**src/rtl/core/ld64_pkg.sv**
```systemverilog
// shared types and constants for the 64 by 32 long divider
package ld64_pkg;

	localparam int unsigned DIVIDEND_W = 64;
	localparam int unsigned DIVISOR_W  = 32;
	localparam int unsigned HALF_W     = DIVIDEND_W / 2;
	localparam int unsigned STEPS      = DIVIDEND_W;
	localparam int unsigned STEP_W     = $clog2(STEPS);

	typedef enum logic [1:0] {
		MODE_UNSIGNED = 2'd0,
		MODE_SIGNED   = 2'd1,
		MODE_NARROW   = 2'd2
	} mode_t;

	typedef logic [DIVIDEND_W-1:0] dword_t;
	typedef logic [DIVISOR_W-1:0]  sword_t;

	typedef struct packed {
		logic busy;
		logic done;
	} div_status_t;

endpackage

```
**src/rtl/core/ld64_ifs.sv**
```systemverilog
// request and response channel interfaces of the long divider
interface ld64_in_if;
	import ld64_pkg::*;

	logic      valid;
	logic      ready;
	logic [1:0] mode;
	dword_t    dividend;
	sword_t    divisor;

	modport source (output valid, output mode, output dividend, output divisor, input ready);
	modport sink (input valid, input mode, input dividend, input divisor, output ready);
endinterface

interface ld64_out_if;
	import ld64_pkg::*;

	logic   valid;
	logic   ready;
	dword_t quotient;
	sword_t remainder;

	modport source (output valid, output quotient, output remainder, input ready);
	modport sink (input valid, input quotient, input remainder, output ready);
endinterface

```
**src/rtl/core/ld64_divu.sv**
```systemverilog
// radix-2 restoring divider core, one subtract and compare per cycle
module ld64_divu (
	input  logic                  clk,
	input  logic                  arst_n,
	input  logic                  start,
	input  ld64_pkg::dword_t      num,
	input  ld64_pkg::sword_t      den,
	output ld64_pkg::div_status_t status,
	output ld64_pkg::dword_t      quo,
	output ld64_pkg::sword_t      rem
);
	import ld64_pkg::*;

	typedef enum logic {
		C_IDLE,
		C_RUN
	} core_state_t;

	core_state_t         state_q;
	logic [STEP_W-1:0]   cnt_q;
	logic                done_q;
	sword_t              rem_q;
	dword_t              num_q;
	sword_t              den_q;

	logic [DIVISOR_W:0]   shifted;
	logic [DIVISOR_W+1:0] trial;
	logic                 qbit;
	sword_t               next_rem;

	assign shifted  = {rem_q, num_q[DIVIDEND_W-1]};
	assign trial    = {1'b0, shifted} - {2'b00, den_q};
	assign qbit     = ~trial[DIVISOR_W+1];
	assign next_rem = qbit ? trial[DIVISOR_W-1:0] : shifted[DIVISOR_W-1:0];

	always_ff @(posedge clk or negedge arst_n) begin
		if (!arst_n) begin
			state_q <= C_IDLE;
			cnt_q   <= '0;
			done_q  <= 1'b0;
		end else begin
			done_q <= 1'b0;
			case (state_q)
				C_IDLE: begin
					if (start) begin
						state_q <= C_RUN;
						cnt_q   <= '0;
					end
				end
				C_RUN: begin
					cnt_q <= cnt_q + STEP_W'(1);
					if (cnt_q == STEP_W'(STEPS - 1)) begin
						state_q <= C_IDLE;
						done_q  <= 1'b1;
					end
				end
				default: state_q <= C_IDLE;
			endcase
		end
	end

	always_ff @(posedge clk) begin
		if (state_q == C_IDLE && start) begin
			rem_q <= '0;
			num_q <= num;
			den_q <= den;
		end else if (state_q == C_RUN) begin
			rem_q <= next_rem;
			num_q <= {num_q[DIVIDEND_W-2:0], qbit};
		end
	end

	assign status.busy = (state_q == C_RUN);
	assign status.done = done_q;
	assign quo         = num_q;
	assign rem         = rem_q;

endmodule

```
**src/rtl/core/long_division_64_by_32_top.sv**
```systemverilog
// long divider top: operands latched on request, core started through start_q,
// 64 shift-subtract steps, then sign fix-up as the result is registered
// not ready while a request is in flight or a result waits
// arst_n clears the sequencers; operand and result registers are not reset
module long_division_64_by_32_top (
	input  logic        clk,
	input  logic        arst_n,
	ld64_in_if.sink     in_req,
	ld64_out_if.source  out_rsp
);
	import ld64_pkg::*;

	typedef enum logic [1:0] {
		S_IDLE,
		S_DIV,
		S_OUT
	} top_state_t;

	top_state_t  state_q;
	logic        start_q;
	logic        valid_q;
	dword_t      nmag_q;
	sword_t      dmag_q;
	logic        neg_q;
	logic        zero_q;
	logic        ovf_q;
	logic        narrow_q;
	dword_t      quotient_q;
	sword_t      remainder_q;

	logic        take;
	logic        is_signed;
	dword_t      nmag;
	sword_t      dmag;
	logic        neg;
	div_status_t status;
	dword_t      core_quo;
	sword_t      core_rem;
	dword_t      qmag;
	dword_t      qfinal;

	assign take      = in_req.valid && in_req.ready;
	assign is_signed = (in_req.mode == MODE_SIGNED);

	always_comb begin
		nmag = in_req.dividend;
		dmag = in_req.divisor;
		neg  = 1'b0;
		if (is_signed) begin
			if (in_req.dividend[DIVIDEND_W-1]) begin
				nmag = ~in_req.dividend + dword_t'(1);
			end
			if (in_req.divisor[DIVISOR_W-1]) begin
				dmag = ~in_req.divisor + sword_t'(1);
			end
			neg = in_req.dividend[DIVIDEND_W-1] ^ in_req.divisor[DIVISOR_W-1];
		end
	end

	ld64_divu u_divu (
		.clk    (clk),
		.arst_n (arst_n),
		.start  (start_q),
		.num    (nmag_q),
		.den    (dmag_q),
		.status (status),
		.quo    (core_quo),
		.rem    (core_rem)
	);

	// zero divisor gives an all-ones magnitude before sign handling
	assign qmag   = zero_q ? '1 : core_quo;
	assign qfinal = neg_q ? (~qmag + dword_t'(1)) : qmag;

	always_ff @(posedge clk or negedge arst_n) begin
		if (!arst_n) begin
			state_q <= S_IDLE;
			start_q <= 1'b0;
			valid_q <= 1'b0;
		end else begin
			start_q <= 1'b0;
			case (state_q)
				S_IDLE: begin
					if (take) begin
						state_q <= S_DIV;
						start_q <= 1'b1;
					end
				end
				S_DIV: begin
					if (status.done) begin
						state_q <= S_OUT;
						valid_q <= 1'b1;
					end
				end
				S_OUT: begin
					if (out_rsp.ready) begin
						state_q <= S_IDLE;
						valid_q <= 1'b0;
					end
				end
				default: state_q <= S_IDLE;
			endcase
		end
	end

	always_ff @(posedge clk) begin
		if (take) begin
			nmag_q   <= nmag;
			dmag_q   <= dmag;
			neg_q    <= neg;
			zero_q   <= (in_req.divisor == '0);
			ovf_q    <= (in_req.mode == MODE_NARROW) &&
				(in_req.dividend[DIVIDEND_W-1:HALF_W] >= in_req.divisor);
			narrow_q <= (in_req.mode == MODE_NARROW);
		end
		if (state_q == S_DIV && status.done) begin
			if (ovf_q) begin
				quotient_q  <= {{HALF_W{1'b0}}, {HALF_W{1'b1}}};
				remainder_q <= '1;
			end else if (narrow_q) begin
				quotient_q  <= {{HALF_W{1'b0}}, qfinal[HALF_W-1:0]};
				remainder_q <= zero_q ? '1 : core_rem;
			end else begin
				quotient_q  <= qfinal;
				remainder_q <= zero_q ? '1 : core_rem;
			end
		end
	end

	assign in_req.ready      = (state_q == S_IDLE);
	assign out_rsp.valid     = valid_q;
	assign out_rsp.quotient  = quotient_q;
	assign out_rsp.remainder = remainder_q;

`ifndef ASSERT_OFF
	a_done_in_div: assert property (@(posedge clk) disable iff (!arst_n)
		status.done |-> (state_q == S_DIV))
		else $error("core finished outside of a division");

	a_start_after_take: assert property (@(posedge clk) disable iff (!arst_n)
		take |=> (start_q && !status.busy))
		else $error("accepted request did not start the core");

	a_no_overlap: assert property (@(posedge clk) disable iff (!arst_n)
		!(out_rsp.valid && in_req.ready))
		else $error("ready while a result is pending");

	a_narrow_fits: assert property (@(posedge clk) disable iff (!arst_n)
		(out_rsp.valid && narrow_q) |-> (out_rsp.quotient[DIVIDEND_W-1:HALF_W] == '0))
		else $error("narrow quotient exceeds half width");
`endif

endmodule
```
**src/flat_wrapper.sv**
```systemverilog
// flat-port wrapper written by rule: the top's interface ports become plain ports
module long_division_64_by_32_top_flat import ld64_pkg::*;
  (clk, arst_n, in_req_valid, in_req_mode, in_req_dividend, in_req_divisor, in_req_ready, out_rsp_valid, out_rsp_quotient, out_rsp_remainder, out_rsp_ready);
  ld64_in_if in_req_i ();
  ld64_out_if out_rsp_i ();
  input  logic clk;
  input  logic arst_n;
  input wire logic [$bits(in_req_i.valid)-1:0] in_req_valid;
  input wire logic [$bits(in_req_i.mode)-1:0] in_req_mode;
  input wire logic [$bits(in_req_i.dividend)-1:0] in_req_dividend;
  input wire logic [$bits(in_req_i.divisor)-1:0] in_req_divisor;
  output wire logic [$bits(in_req_i.ready)-1:0] in_req_ready;
  output wire logic [$bits(out_rsp_i.valid)-1:0] out_rsp_valid;
  output wire logic [$bits(out_rsp_i.quotient)-1:0] out_rsp_quotient;
  output wire logic [$bits(out_rsp_i.remainder)-1:0] out_rsp_remainder;
  input wire logic [$bits(out_rsp_i.ready)-1:0] out_rsp_ready;
  assign in_req_i.valid = in_req_valid;
  assign in_req_i.mode = in_req_mode;
  assign in_req_i.dividend = in_req_dividend;
  assign in_req_i.divisor = in_req_divisor;
  assign in_req_ready = in_req_i.ready;
  assign out_rsp_valid = out_rsp_i.valid;
  assign out_rsp_quotient = out_rsp_i.quotient;
  assign out_rsp_remainder = out_rsp_i.remainder;
  assign out_rsp_i.ready = out_rsp_ready;
  long_division_64_by_32_top u_core (.clk(clk), .arst_n(arst_n), .in_req(in_req_i), .out_rsp(out_rsp_i));
endmodule
```
**config.mk**
```make
export PLATFORM = sky130hd
export DESIGN_NAME = long_division_64_by_32_top_flat
export DESIGN_NICKNAME = d
export VERILOG_FILES = /design/src/rtl/core/ld64_pkg.sv /design/src/rtl/core/ld64_ifs.sv /design/src/rtl/core/ld64_divu.sv /design/src/rtl/core/long_division_64_by_32_top.sv /design/src/flat_wrapper.sv
export SDC_FILE = /design/constraint.sdc
export NUM_CORES = 1
export LEC_CHECK = 0
export ABC_AREA = 1
export ABC_CLOCK_PERIOD_IN_PS = 8350
export BUFFER_PORTS_ARGS = -buffer_cell sky130_fd_sc_hd__buf_2
export CAP_MARGIN = 20
export CORE_AREA = 2 2 193 233
export CTS_BUF_LIST = sky130_fd_sc_hd__clkbuf_8
export DETAILED_ROUTE_END_ITERATION = 10
export DIE_AREA = 0 0 195 235
export PLACE_DENSITY = 0.68
export SETUP_SLACK_MARGIN = 0.1
export SLEW_MARGIN = 5
export SYNTH_ARGS = -nofsm -noshare
export SYNTH_HDL_FRONTEND = slang
export SYNTH_HIERARCHICAL = 1
export SYNTH_SLANG_ARGS = --single-unit
```
**constraint.sdc**
```tcl
create_clock -name clk -period 8.35 [get_ports clk]
set_input_delay 2.0875 -clock clk [delete_from_list [all_inputs] [get_ports clk]]
set_output_delay 2.0875 -clock clk [all_outputs]
set_load 0.03 [all_outputs]
```
-- Yosys cells after proc, flatten, opt, wreduce, memory -nomap -nowiden
Index checks and enable logic that the tools add are counted.
- register bits after elaboration: 336
- input port bits: 102
- output and inout bits: 98
- logic and storage cells: 76
- $add $sub $neg: 5
- magnitude comparators: 1
- eq/ne operators: 9
- multiplexer cells: 25
- bitwise operators: 6
- reductions and logical operators: 12
- operator list (kind ; number):
    $mux W64 ; 6
    $add A64 B1 Y64 const B ; 2
    $not A64 Y64 ; 2
    $mux W32 ; 3
    $sub A33 B32 Y34 ; 1
    $add A32 B1 Y32 const B ; 1
    $ge A32 B32 Y1 ; 1
    $logic_not A32 Y1 ; 1
    $not A32 Y32 ; 1
    $pmux W6 S2 ; 1
    $mux W1 ; 8
    $add A6 B1 Y6 const B ; 1
    $eq A6 B6 Y1 const B ; 1
    $mux W2 ; 3
    $mux W6 ; 1
    $ne A2 B2 Y1 const B ; 3
    $pmux W2 S3 ; 1
    $reduce_and A3 Y1 ; 2
    $eq A2 B1 Y1 const B ; 2
    $eq A2 B2 Y1 const B ; 2
    $logic_and A1 B1 Y1 ; 4
    $pmux W1 S2 ; 2
    $reduce_bool A2 Y1 ; 2
    $reduce_or A2 Y1 ; 2
    other kinds (4) ; 5

-- Logic depth before layout (Yosys ltp)
Gate-level depths: netlist of the first run.
- word-level depth: 4
- depth in mapped cells: 19
- depth with buffers taken out: 16

-- By module
Netlist of the first run, hierarchy kept.
- modules (own cells, without submodules) (module ; times used ; cells each ; area each (um^2) ; sequential area each (um^2)):
    long_division_64_by_32_top ; 1 ; 1727 ; 13309.0 ; 5985.7
    ld64_divu ; 1 ; 1116 ; 8214.1 ; 3723.6

-- Least setup slack after synthesis of the first run
No wires, ideal clock.
- kind: register to register
- start: register u_core.state_q[1]
- end: register u_core.quotient_q[0] (netlist: u_core/out_rsp.quotient[0]) (enable)
- library setup time: 671 ps
- data arrival time: 6979 ps
- data required time: 7679 ps
- path slack: 700 ps
- cell stages (with the launch flop): 2
- buffers on the path: 0
- clock period less this slack: 7650 ps
- path through: dfrtp_1 -> nor3_1
- longest elaborated chain between the ends: 2
- RTL lines (element ; line ; source):
    start: declaration ; long_division_64_by_32_top.sv:19 ; top_state_t state_q;
    start signal: assignment ; long_division_64_by_32_top.sv:77 ; state_q <= S_IDLE;
    start signal: assignment ; long_division_64_by_32_top.sv:85 ; state_q <= S_DIV;
    start signal: assignment ; long_division_64_by_32_top.sv:91 ; state_q <= S_OUT;
    $eq A2 B1 Y1 ; long_division_64_by_32_top.sv:116 ; if (state_q == S_DIV && status.done) begin
    $logic_and A1 B1 Y1 ; long_division_64_by_32_top.sv:116 ;
    end signal: assignment ; long_division_64_by_32_top.sv:118 ; quotient_q <= {{HALF_W{1'b0}}, {HALF_W{1'b1}}};
    end signal: assignment ; long_division_64_by_32_top.sv:121 ; quotient_q <= {{HALF_W{1'b0}}, qfinal[HALF_W-1:0]};
    end signal: assignment ; long_division_64_by_32_top.sv:124 ; quotient_q <= qfinal;
    end: declaration ; long_division_64_by_32_top.sv:28 ; dword_t quotient_q;
No other way between the ends.
A chain may end at the register's enable or synchronous reset.

-- Worst setup path in the final report of the first run
- start: input port in_req_mode[1]
- end: register u_core.nmag_q[61] (data pin)
- longest elaborated chain between the ends: 2
- RTL lines (element ; line ; source):
    start: declaration ; flat_wrapper.sv:9 ; input wire logic [$bits(in_req_i.mode)-1:0] in_req_mode;
    $eq A2 B1 Y1 ; long_division_64_by_32_top.sv:43 ; assign is_signed = (in_req.mode == MODE_SIGNED);
    $mux W64 ; long_division_64_by_32_top.sv:49 ; if (is_signed) begin
    via u_core.nmag[61] ; long_division_64_by_32_top.sv:33 ; dword_t nmag;
    end signal: assignment ; long_division_64_by_32_top.sv:108 ; nmag_q <= nmag;
    end: declaration ; long_division_64_by_32_top.sv:22 ; dword_t nmag_q;
The timed path passes the listed nets, and every way through them passes these cells.

==> results of run 1 <==
==> placed cells by master (no fill, tap or decap), drive strengths merged <==
cell	instances
nand2	969
inv	457
nor2	380
edfxtp	292
buf	214
nand3	201
a21oi	81
o21ai	81
ha	68
xor2	59
clkbuf	53
nand4	39
dfxtp	32
xnor2	30
nand3b	27
clkinv	26
nor3	20
dfrtp	12
and2	5
and3	4
a21o	4
o21bai	4
o22ai	4
clkinvlp	3
o211ai	3
nor4	3
o31ai	3
bufinv	2
a21boi	2
or2	2
diode	1
and3b	1
o21a	1
nor2b	1
a31oi	1
a22oi	1
fa	1
==> registers in the layout, summed over array words and instances, names as in the netlist, 2 cells and up <==
register,cells
u_core/dmag_q,32
u_core/u_divu/quo,64
u_core/nmag_q,64
u_core/out_rsp.quotient,64
u_core/u_divu/rem,32
u_core/state_q,2
u_core/out_rsp.remainder,32
u_core/u_divu/den_q,32
u_core/u_divu/cnt_q,6
==> layout make-up <==
cell class / count / area share (%)
clock buffer: 53 / 3.05
antenna: 1 / 0.0105
sequential: 336 / 40.5
clock inverter: 42 / 0.993
tap: 559 / 2.92
timing repair buffer: 214 / 4.68
multi-input combinational: 1995 / 40.8
inverter: 446 / 7.00
==> per-stage QoR <==
stage	setup WS [ns]	instance area, µm²	utilization [%]	hold slack, ns
6_report	4.59	23900	55.0	0.411
5_1_grt	4.38	23900	55.0	0.419
4_1_cts	4.69	23900	55.0	0.404
3_5_place_dp	4.03	23000	52.8	0.405
3_3_place_gp	4.05	23000	52.8	0.402
2_1_floorplan	0.700	21500	-	0.400
==> worst max path at each step <==
stage                                             start                                        to  slack, ns  depth (start not counted)
after CTS                                in_req_mode[1]               u_core/nmag_q[61]$_DFFE_PP_       4.69                         10
after global routing                     in_req_mode[1]               u_core/nmag_q[61]$_DFFE_PP_       4.38                         10
after detailed placement                 in_req_mode[1]               u_core/nmag_q[61]$_DFFE_PP_       4.03                         10
after floorplan           u_core/state_q[1]$_DFFE_PN0P_  u_core/out_rsp.quotient[0]$_SDFFCE_PP1P_       0.70                          1
after global placement                   in_req_mode[1]               u_core/nmag_q[61]$_DFFE_PP_       4.05                         10
final                                    in_req_mode[1]               u_core/nmag_q[61]$_DFFE_PP_       4.59                         10
==> power breakdown <==
group	leakage, nW	total [mW]	internal [mW]	switching, mW
clock	0.544	1.30	0.655	0.646
combinational	7.54	2.38	0.791	1.59
sequential	3.13	2.66	2.31	0.344
==> layer usage <==
| layer | global-route usage (%) | share of wire, % |
|---|---|---|
| met1 | 38.0 | 47 |
| met2 | 39.7 | 44 |
| met3 | 2.97 | 6.1 |
| met4 | 7.75 | 2.5 |
| met5 | 0 | 0 |
==> worst register-to-register path, cell delays in order, from the launching register on <==
cell and delay, ns:
edfxtp_1 1.07, buf_4 0.85, nor2_1 0.17, nand2_1 0.17, inv_1 0.06, nand3_1 0.15
inv_1 0.13, nand2_1 0.10, nand2_1 0.12, nand2_1 0.13, nand2_1 0.05, a21oi_1 0.21
==> reports/qor.txt, run 1 <==
Result of the run -> complete, no violations
Clk pin slew, worst setup/hold paths -> 0.07 ns
I/O Pins -> 200
Clock root buffer -> clkbuf_8
DRC violation count after routing -> 0
Most common cell on crit path -> nand2_1
Relative slew slack -> 25.4%
Tot Pwr -> 6.34 mW
Post-CTS Setup Inserts -> 0
Routed Antenna Nets -> 0
Crit path kind -> in2reg
WP data arrival -> 4.12 ns
Min-Delay Path Class -> reg2reg
Slowest CP cell -> clkinv_1
R2R cell count -> 11
Number of global-route vias before repair -> 17.6k
Gates resized, CTS repair -> 0
Setup violators final -> 0
Mapped Cells -> 2842
Clk_lat worst skew -> 0.61 ns
CP Buf/Inv Count -> 4
Post-Syn Area -> 21500 µm²
Power Dens Cells -> 265 nW/µm²
Storage cell area -> 9710 µm²
Fraction of layout cells with a size suffix above 1 -> 12.6%
Hpwl dp -> 46700 µm
Fin crit share -> 45.0%
CTS Hold Bufs -> 0
Crit start category -> input port
Worst-Margin Slew -> 1.12 ns
Max FO, Critical Path -> 47
FF-to-FF End -> u_core/out_rsp.quotient[59]$_SDFFCE_PP0P_
Routed wire length -> 59700 µm
Grt ovf -> 0
Via Count -> 18.8k
Die outline height -> 235 µm
Effective utilization at floorplan -> 49.4%
Max Clock Freq -> 266 MHz
Drt via density -> 5.16
Worst Clk Skew -> 0.0196 ns
CTS tree -> done
Std cell rows -> 84
Hold Path End -> u_core/u_divu/den_q[15]$_DFFE_PP_
Largest stage delay, worst path -> 0.57 ns
Core ar. -> 43500 µm²
R2r startpoint -> u_core/zero_q$_DFFE_PP_
Fillers -> 4262
Port bufs -> 199
Syn Area/Cell -> 7.57 µm²
Initial DRC count -> 1674
Setup TNS Final -> 0 ns
Number of antenna violations at the first check in global routing -> 1
Critical path capture point type -> flip-flop
Clock tree buffer depth -> 3
Layout area overhead -> 11.3%
Max cap viols -> 0
Hold Path Stages -> 0
Final non-filler cell total -> 3646
Total track usage -> 25.7%
Drt wl/cell -> 16.4 µm
Crit path cell chain -> buf_2 > inv_1 > nand2_1 > nor2_2 > buf_4 > clkinv_1 > nor2_1 > a21oi_1 > nand3_1 > nand2_1
Required @ worst endpoint -> 8.71 ns
Fin nets -> 3216
Die Footprint -> 45800 µm²
Synth warnings -> 6
Total CTS buffers -> 52
Net Count, Synth -> 3013
Width of the die -> 195 µm
Largest net degree at the start of global routing -> 97
Leakage -> 11.2 nW
R2r setup slk -> 4.92 ns
RSZ-0062 raised after global routing -> no
Crit path time final -> 3.76 ns
First-pass GRT wire length -> 94100 µm
Hold Path Origin -> u_core/dmag_q[15]$_DFFE_PP_
Gpl congestion -> 0.972
DP Cell Count -> 3549
Drt pass-1 iters -> 6
Multi-input gate area -> 9770 µm²
Worst path top cell family by delay -> buffers and inverters
Hold Fails Final Rpt -> 0
Fin. max-slew vios -> 0
Clk sinks -> 336
Peak supply drop -> 0.129 mV
CTS H-tree depth -> 2
Power figures use the tool's default switching activity.
==> run 2, diff against run 1 <==
--- a/config.mk
+++ b/config.mk
@@ -5,15 +5,15 @@
 export SDC_FILE = /design/constraint.sdc
 export NUM_CORES = 1
 export LEC_CHECK = 0
-export ABC_AREA = 1
-export ABC_CLOCK_PERIOD_IN_PS = 8350
+export ABC_AREA = 0
+export ABC_CLOCK_PERIOD_IN_PS = 3700
 export BUFFER_PORTS_ARGS = -buffer_cell sky130_fd_sc_hd__buf_2
 export CAP_MARGIN = 20
-export CORE_AREA = 2 2 193 233
+export CORE_AREA = 2 2 180 217
 export CTS_BUF_LIST = sky130_fd_sc_hd__clkbuf_8
 export DETAILED_ROUTE_END_ITERATION = 10
-export DIE_AREA = 0 0 195 235
-export PLACE_DENSITY = 0.68
+export DIE_AREA = 0 0 182 219
+export PLACE_DENSITY = 0.69
 export SETUP_SLACK_MARGIN = 0.1
 export SLEW_MARGIN = 5
 export SYNTH_ARGS = -nofsm -noshare
==> constraint.sdc (replaced) <==
create_clock -name clk -period 3.7 [get_ports clk]
set_input_delay 0.925 -clock clk [delete_from_list [all_inputs] [get_ports clk]]
set_output_delay 0.925 -clock clk [all_outputs]
set_load 0.03 [all_outputs]
==> run 2 against run 1 <==
Against the previous run: non-clock buffer count increased by 26; setup slack got worse by 4.2 ns; combinational power decreased by 33%; power increased by 45%; wire length decreased by 19%; critical path type is now reg2reg; clock power increased by 130%; synthesized cell count decreased by 34%.
==> reports/qor.txt, run 2 <==
Routed wire length -> 48200 µm
Die Footprint -> 39900 µm²
Via Count -> 14.8k
Fin. max-slew vios -> 0
WP data arrival -> 3.68 ns
Syn Area/Cell -> 10.0 µm²
Required @ worst endpoint -> 4.11 ns
Fin crit share -> 88.5%
Post-CTS Setup Inserts -> 0
Initial DRC count -> 1134
GR Util met3 -> 4.08%
Width of the die -> 182 µm
Setup violators final -> 0
CTS tree -> done
Worst hold margin -> 0.186 ns
Setup TNS Final -> 0 ns
DRC violation count after routing -> 0
Fin nets -> 2245
Effective utilization at floorplan -> 49.6%
Most frequent cells in the layout -> 328 x nand2_1, 292 x edfxtp_1, 199 x buf_2, 170 x nor2_1, 113 x xnor2_1
Power Dens Cells -> 432 nW/µm²
Storage cell area -> 9710 µm²
Std cell rows -> 78
Number of antenna violations at the first check in global routing -> 5
Clk sinks -> 336
Most common cell on crit path -> or4_1
I/O Pins -> 200
Leakage -> 8.42 nW
Multi-input gate area -> 8250 µm²
Worst-Margin Slew -> 0.819 ns
Gpl congestion -> 0.902
Relative slew slack -> 45.4%
Most common cell after layout, fill and taps aside -> nand2_1
Final instance area -> 21300 µm²
CP Buf/Inv Count -> 0
Drt pass-1 iters -> 6
Routed Antenna Nets -> 0
Die outline height -> 219 µm
Post-Syn Area -> 18700 µm²
Drt via density -> 5.68
First-pass GRT wire length -> 75300 µm
DP Cell Count -> 2501
Clk pin slew, worst setup/hold paths -> 0.07 ns
Final non-filler cell total -> 2599
Result of the run -> complete, no violations
Peak supply drop -> 0.281 mV
Min-Delay Path Class -> in2async
Max Clock Freq -> 305 MHz
Largest net degree at the start of global routing -> 68
Critical path capture point type -> flip-flop
Fraction of layout cells with a size suffix above 1 -> 15.9%
Synth warnings -> 6
Total CTS buffers -> 51
Grt ovf -> 0
Net Count, Synth -> 2037
M1 GR Usage -> 34.7%
Crit path time final -> 3.27 ns
Slowest CP cell -> or4_1
Hpwl dp -> 36300 µm
Core ar. -> 37700 µm²
RSZ-0062 raised after global routing -> no
Total track usage -> 23.8%
Most Crowded Layer GR -> met2
Clock tree buffer depth -> 3
Max cap viols -> 0
Largest stage delay, worst path -> 0.73 ns
Max FO, Critical Path -> 21
Number of global-route vias before repair -> 14.0k
Clk_lat worst skew -> 0.63 ns
Drt wl/cell -> 18.5 µm
CTS Hold Bufs -> 0
Clock root buffer -> clkbuf_8
Port bufs -> 199
Worst Clk Skew -> 0.0385 ns
Layout area overhead -> 14.0%
Fillers -> 3363
Hold Fails Final Rpt -> 0
Crit start category -> flip-flop
Worst path top cell family by delay -> simple AND/OR/NAND/NOR gates
Met2 Use GR -> 36.0%
Crit path cell chain -> or4_1 > nor4_2 > nand3_1 > or4_1 > a21o_1 > a21oi_1
Mapped Cells -> 1866
Gates resized, CTS repair -> 0
CTS H-tree depth -> 2
Crit path kind -> reg2reg
Area of placed instances -> 20200 µm²
run 2: worst register-to-register path: cells and delay by family, from the launching register on:
kind | cells | cell delay, ns
AND/OR/NAND/NOR | 4 | 2.02
flip-flops | 1 | 0.66
AO/OA/AOI/OAI | 2 | 0.40
run 2: power by group:
part           total [mW]  internal (mW)  switching, mW
Sequential           4.56           4.33          0.229
Clock                3.04           1.61           1.43
Combinational        1.59          0.660          0.933
run 2: cell type report:
| class | instances | area share (%) |
|---|---|---|
| clock buffers | 56 | 3.62 |
| clock inverters | 37 | 1.21 |
| diodes | 5 | 0.0588 |
| inverters | 93 | 1.64 |
| repair buffers | 240 | 6.24 |
| well taps | 480 | 2.82 |
| multi-input cells | 1352 | 38.8 |
| flip-flops and latches | 336 | 45.6 |
run 2: layer usage:
metal	share of wire [%]	vias up	wire (µm)
li1	-	7139	-
met1	46	6957	22100
met2	44	571	21000
met3	7.5	89	3630
met4	2.8	0	1340
met5	0	-	0
run 2: path summary, 6_finish.rpt:
kind / start / endpoint / slack [ns] / cells past startpoint
worst max-delay path: u_core/zero_q$_DFFE_PP_ / u_core/out_rsp.quotient[47]$_SDFFCE_PP0P_ / 0.43 / 6
worst min-delay path: arst_n / u_core/u_divu/cnt_q[1]$_DFFE_PN0P_ / 0.19 / 1
worst max register to register: u_core/zero_q$_DFFE_PP_ / u_core/out_rsp.quotient[47]$_SDFFCE_PP0P_ / 0.43 / 6
worst min register to register: u_core/dmag_q[31]$_DFFE_PP_ / u_core/u_divu/den_q[31]$_DFFE_PP_ / 0.42 / 0
max in group asynchronous: arst_n / u_core/state_q[0]$_DFFE_PN0P_ / 3.30 / 1
min in group clk: u_core/dmag_q[31]$_DFFE_PP_ / u_core/u_divu/den_q[31]$_DFFE_PP_ / 0.42 / 0
run 2: through the flow:
step | utilization [%] | setup WS (ns) | power [mW]
final | 56.5 | 0.426 | 9.20
after global routing | 56.5 | 0.241 | 9.64
after CTS | 56.5 | 0.441 | 9.24
after detailed placement | 53.7 | 0.325 | 6.20
after global placement | 53.7 | 0.331 | 6.16
after floorplan | - | 0.209 | 5.73
==> run 3, diff against run 2 <==
--- a/config.mk
+++ b/config.mk
@@ -6,7 +6,7 @@
 export NUM_CORES = 1
 export LEC_CHECK = 0
 export ABC_AREA = 0
-export ABC_CLOCK_PERIOD_IN_PS = 3700
+export ABC_CLOCK_PERIOD_IN_PS = 3710
 export BUFFER_PORTS_ARGS = -buffer_cell sky130_fd_sc_hd__buf_2
 export CAP_MARGIN = 20
 export CORE_AREA = 2 2 180 217
==> constraint.sdc (replaced) <==
create_clock -name clk -period 3.71 [get_ports clk]
set_input_delay 0.9275 -clock clk [delete_from_list [all_inputs] [get_ports clk]]
set_output_delay 0.9275 -clock clk [all_outputs]
set_load 0.03 [all_outputs]
==> run 3 against run 2 <==
Against the previous run: clock-buffer cell count shrank 3; sequential power about the same; first-iteration DRC count is 10% higher; sequential cell count unchanged; die area unchanged; worst hold slack improved by 0.0087 ns; largest cell class unchanged; clock power up 5%.
==> reports/qor.txt, run 3 (synthesized netlist as in run 2, its figures left out) <==
Initial DRC count -> 1248
Fin crit share -> 86.4%
Area of placed instances -> 20200 µm²
Drt via density -> 5.64
Fin. max-slew vios -> 0
R2r startpoint -> u_core/zero_q$_DFFE_PP_
Gpl congestion -> 0.941
Die outline height -> 219 µm
First-pass GRT wire length -> 74800 µm
M1 GR Usage -> 35.0%
Max FO, Critical Path -> 19
Most common cell after layout, fill and taps aside -> nand2_1
Most frequent cells in the layout -> 328 x nand2_1, 292 x edfxtp_1, 199 x buf_2, 170 x nor2_1, 113 x xnor2_1
Clk pin slew, worst setup/hold paths -> 0.07 ns
Clk_lat worst skew -> 0.61 ns
Routed Antenna Nets -> 0
Layout area overhead -> 14.1%
Port bufs -> 199
Clk sinks -> 336
Relative slew slack -> 44.3%
Die Footprint -> 39900 µm²
Core ar. -> 37700 µm²
Drt pass-1 iters -> 6
Width of the die -> 182 µm
Worst-Margin Slew -> 0.835 ns
RSZ-0062 raised after global routing -> no
Most Crowded Layer GR -> met2
I/O Pins -> 200
Critical path capture point type -> flip-flop
Leakage -> 8.38 nW
Peak supply drop -> 0.217 mV
Min-Delay Path Class -> in2async
Hold Fails Final Rpt -> 0
Clock root buffer -> clkbuf_8
Crit start category -> flip-flop
Worst Clk Skew -> 0.0167 ns
Drt wl/cell -> 18.3 µm
Total track usage -> 23.6%
Total CTS buffers -> 52
CTS H-tree depth -> 2
Final instance area -> 21300 µm²
Met2 Use GR -> 35.7%
Std cell rows -> 78
FF-to-FF End -> u_core/out_rsp.quotient[48]$_SDFFCE_PP0P_
Max Clock Freq -> 312 MHz
Effective utilization at floorplan -> 49.6%
Number of antenna violations at the first check in global routing -> 5
Crit path kind -> reg2reg
WP data arrival -> 3.54 ns
Setup violators final -> 0
CTS Hold Bufs -> 0
Max cap viols -> 0
CTS tree -> done
Number of global-route vias before repair -> 13.8k
Grt ovf -> 0
Gates resized, CTS repair -> 0
Required @ worst endpoint -> 4.05 ns
Largest net degree at the start of global routing -> 68
Fin nets -> 2242
Fraction of layout cells with a size suffix above 1 -> 16.2%
Post-CTS Setup Inserts -> 0
DRC violation count after routing -> 0
Hpwl dp -> 35500 µm
Clock tree buffer depth -> 3
R2r setup slk -> 0.50 ns
Crit path time final -> 3.21 ns
R2R cell count -> 7
Via Count -> 14.6k
Power Dens Cells -> 437 nW/µm²
Tot Pwr -> 9.31 mW
GR Util met3 -> 3.47%
Result of the run -> complete, no violations
Routed wire length -> 47500 µm
Setup TNS Final -> 0 ns
run 3: changes by cell type in the layout (fill, tap and decap cells not counted), sizes merged:
| cell | change |
|---|---|
| clkbuf | -3 |
| buf | -4 |
| clkinvlp | +2 |
| inv | -11 |
| bufinv | +2 |
| clkinv | +14 |
| diode | -1 |
run 3: worst max-delay path by stage:
stage / depth (start not counted) / from / slack, ns / to
finish: 7 / u_core/zero_q$_DFFE_PP_ / 0.50 / u_core/out_rsp.quotient[48]$_SDFFCE_PP0P_
global route: 12 / u_core/u_divu/quo[63]$_DFFE_PP_ / 0.35 / u_core/u_divu/rem[30]$_SDFFE_PP0P_
CTS: 7 / u_core/zero_q$_DFFE_PP_ / 0.56 / u_core/out_rsp.quotient[48]$_SDFFCE_PP0P_
detailed placement: 7 / in_req_dividend[33] / 0.29 / u_core/nmag_q[55]$_DFFE_PP_
global placement: 7 / in_req_dividend[32] / 0.38 / u_core/nmag_q[57]$_DFFE_PP_
floorplan: 14 / u_core/zero_q$_DFFE_PP_ / 0.22 / u_core/out_rsp.quotient[50]$_SDFFCE_PP0P_
run 3: metal layers:
layer	wire length, µm	share of wire (%)
met3	3290	6.9
met4	1170	2.5
met1	22200	47
met5	13	0.027
met2	20800	44
run 3: final cells by class:
class                   count  area (µm²)
fillers                  3294       16400
flip-flops and latches    336        9710
repair buffers            236        1300
multi-input cells        1352        8250
well taps                 480         601
clock inverters            44         349
clock buffers              53         729
diodes                      4        10.0
inverters                  93         349
run 3: through the flow:
stage / cells / hold slack (ns) / util, % / worst slack [ns]
final: 2598 / 0.195 / 56.5 / 0.505
after global routing: 2597 / 0.174 / 56.5 / 0.346
after CTS: 2594 / 0.161 / 56.5 / 0.561
after detailed placement: 2497 / 0.405 / 53.6 / 0.293
after global placement: 2497 / 0.403 / 53.6 / 0.376
after floorplan: 1866 / 0.400 / - / 0.219
run 3: worst max-delay path, cell delays in order, from the launching register on:
cell and delay, ns:
edfxtp_1 0.52, buf_4 0.26, nor4_1 0.41, and4b_1 0.46, nand4_1 0.46, o41ai_1 0.55, xnor2_1 0.20, nor2_1 0.08
run 3: power breakdown:
group | internal (mW) | switching (mW)
Combinational | 0.657 | 0.920
Sequential | 4.32 | 0.226
Clock | 1.71 | 1.48
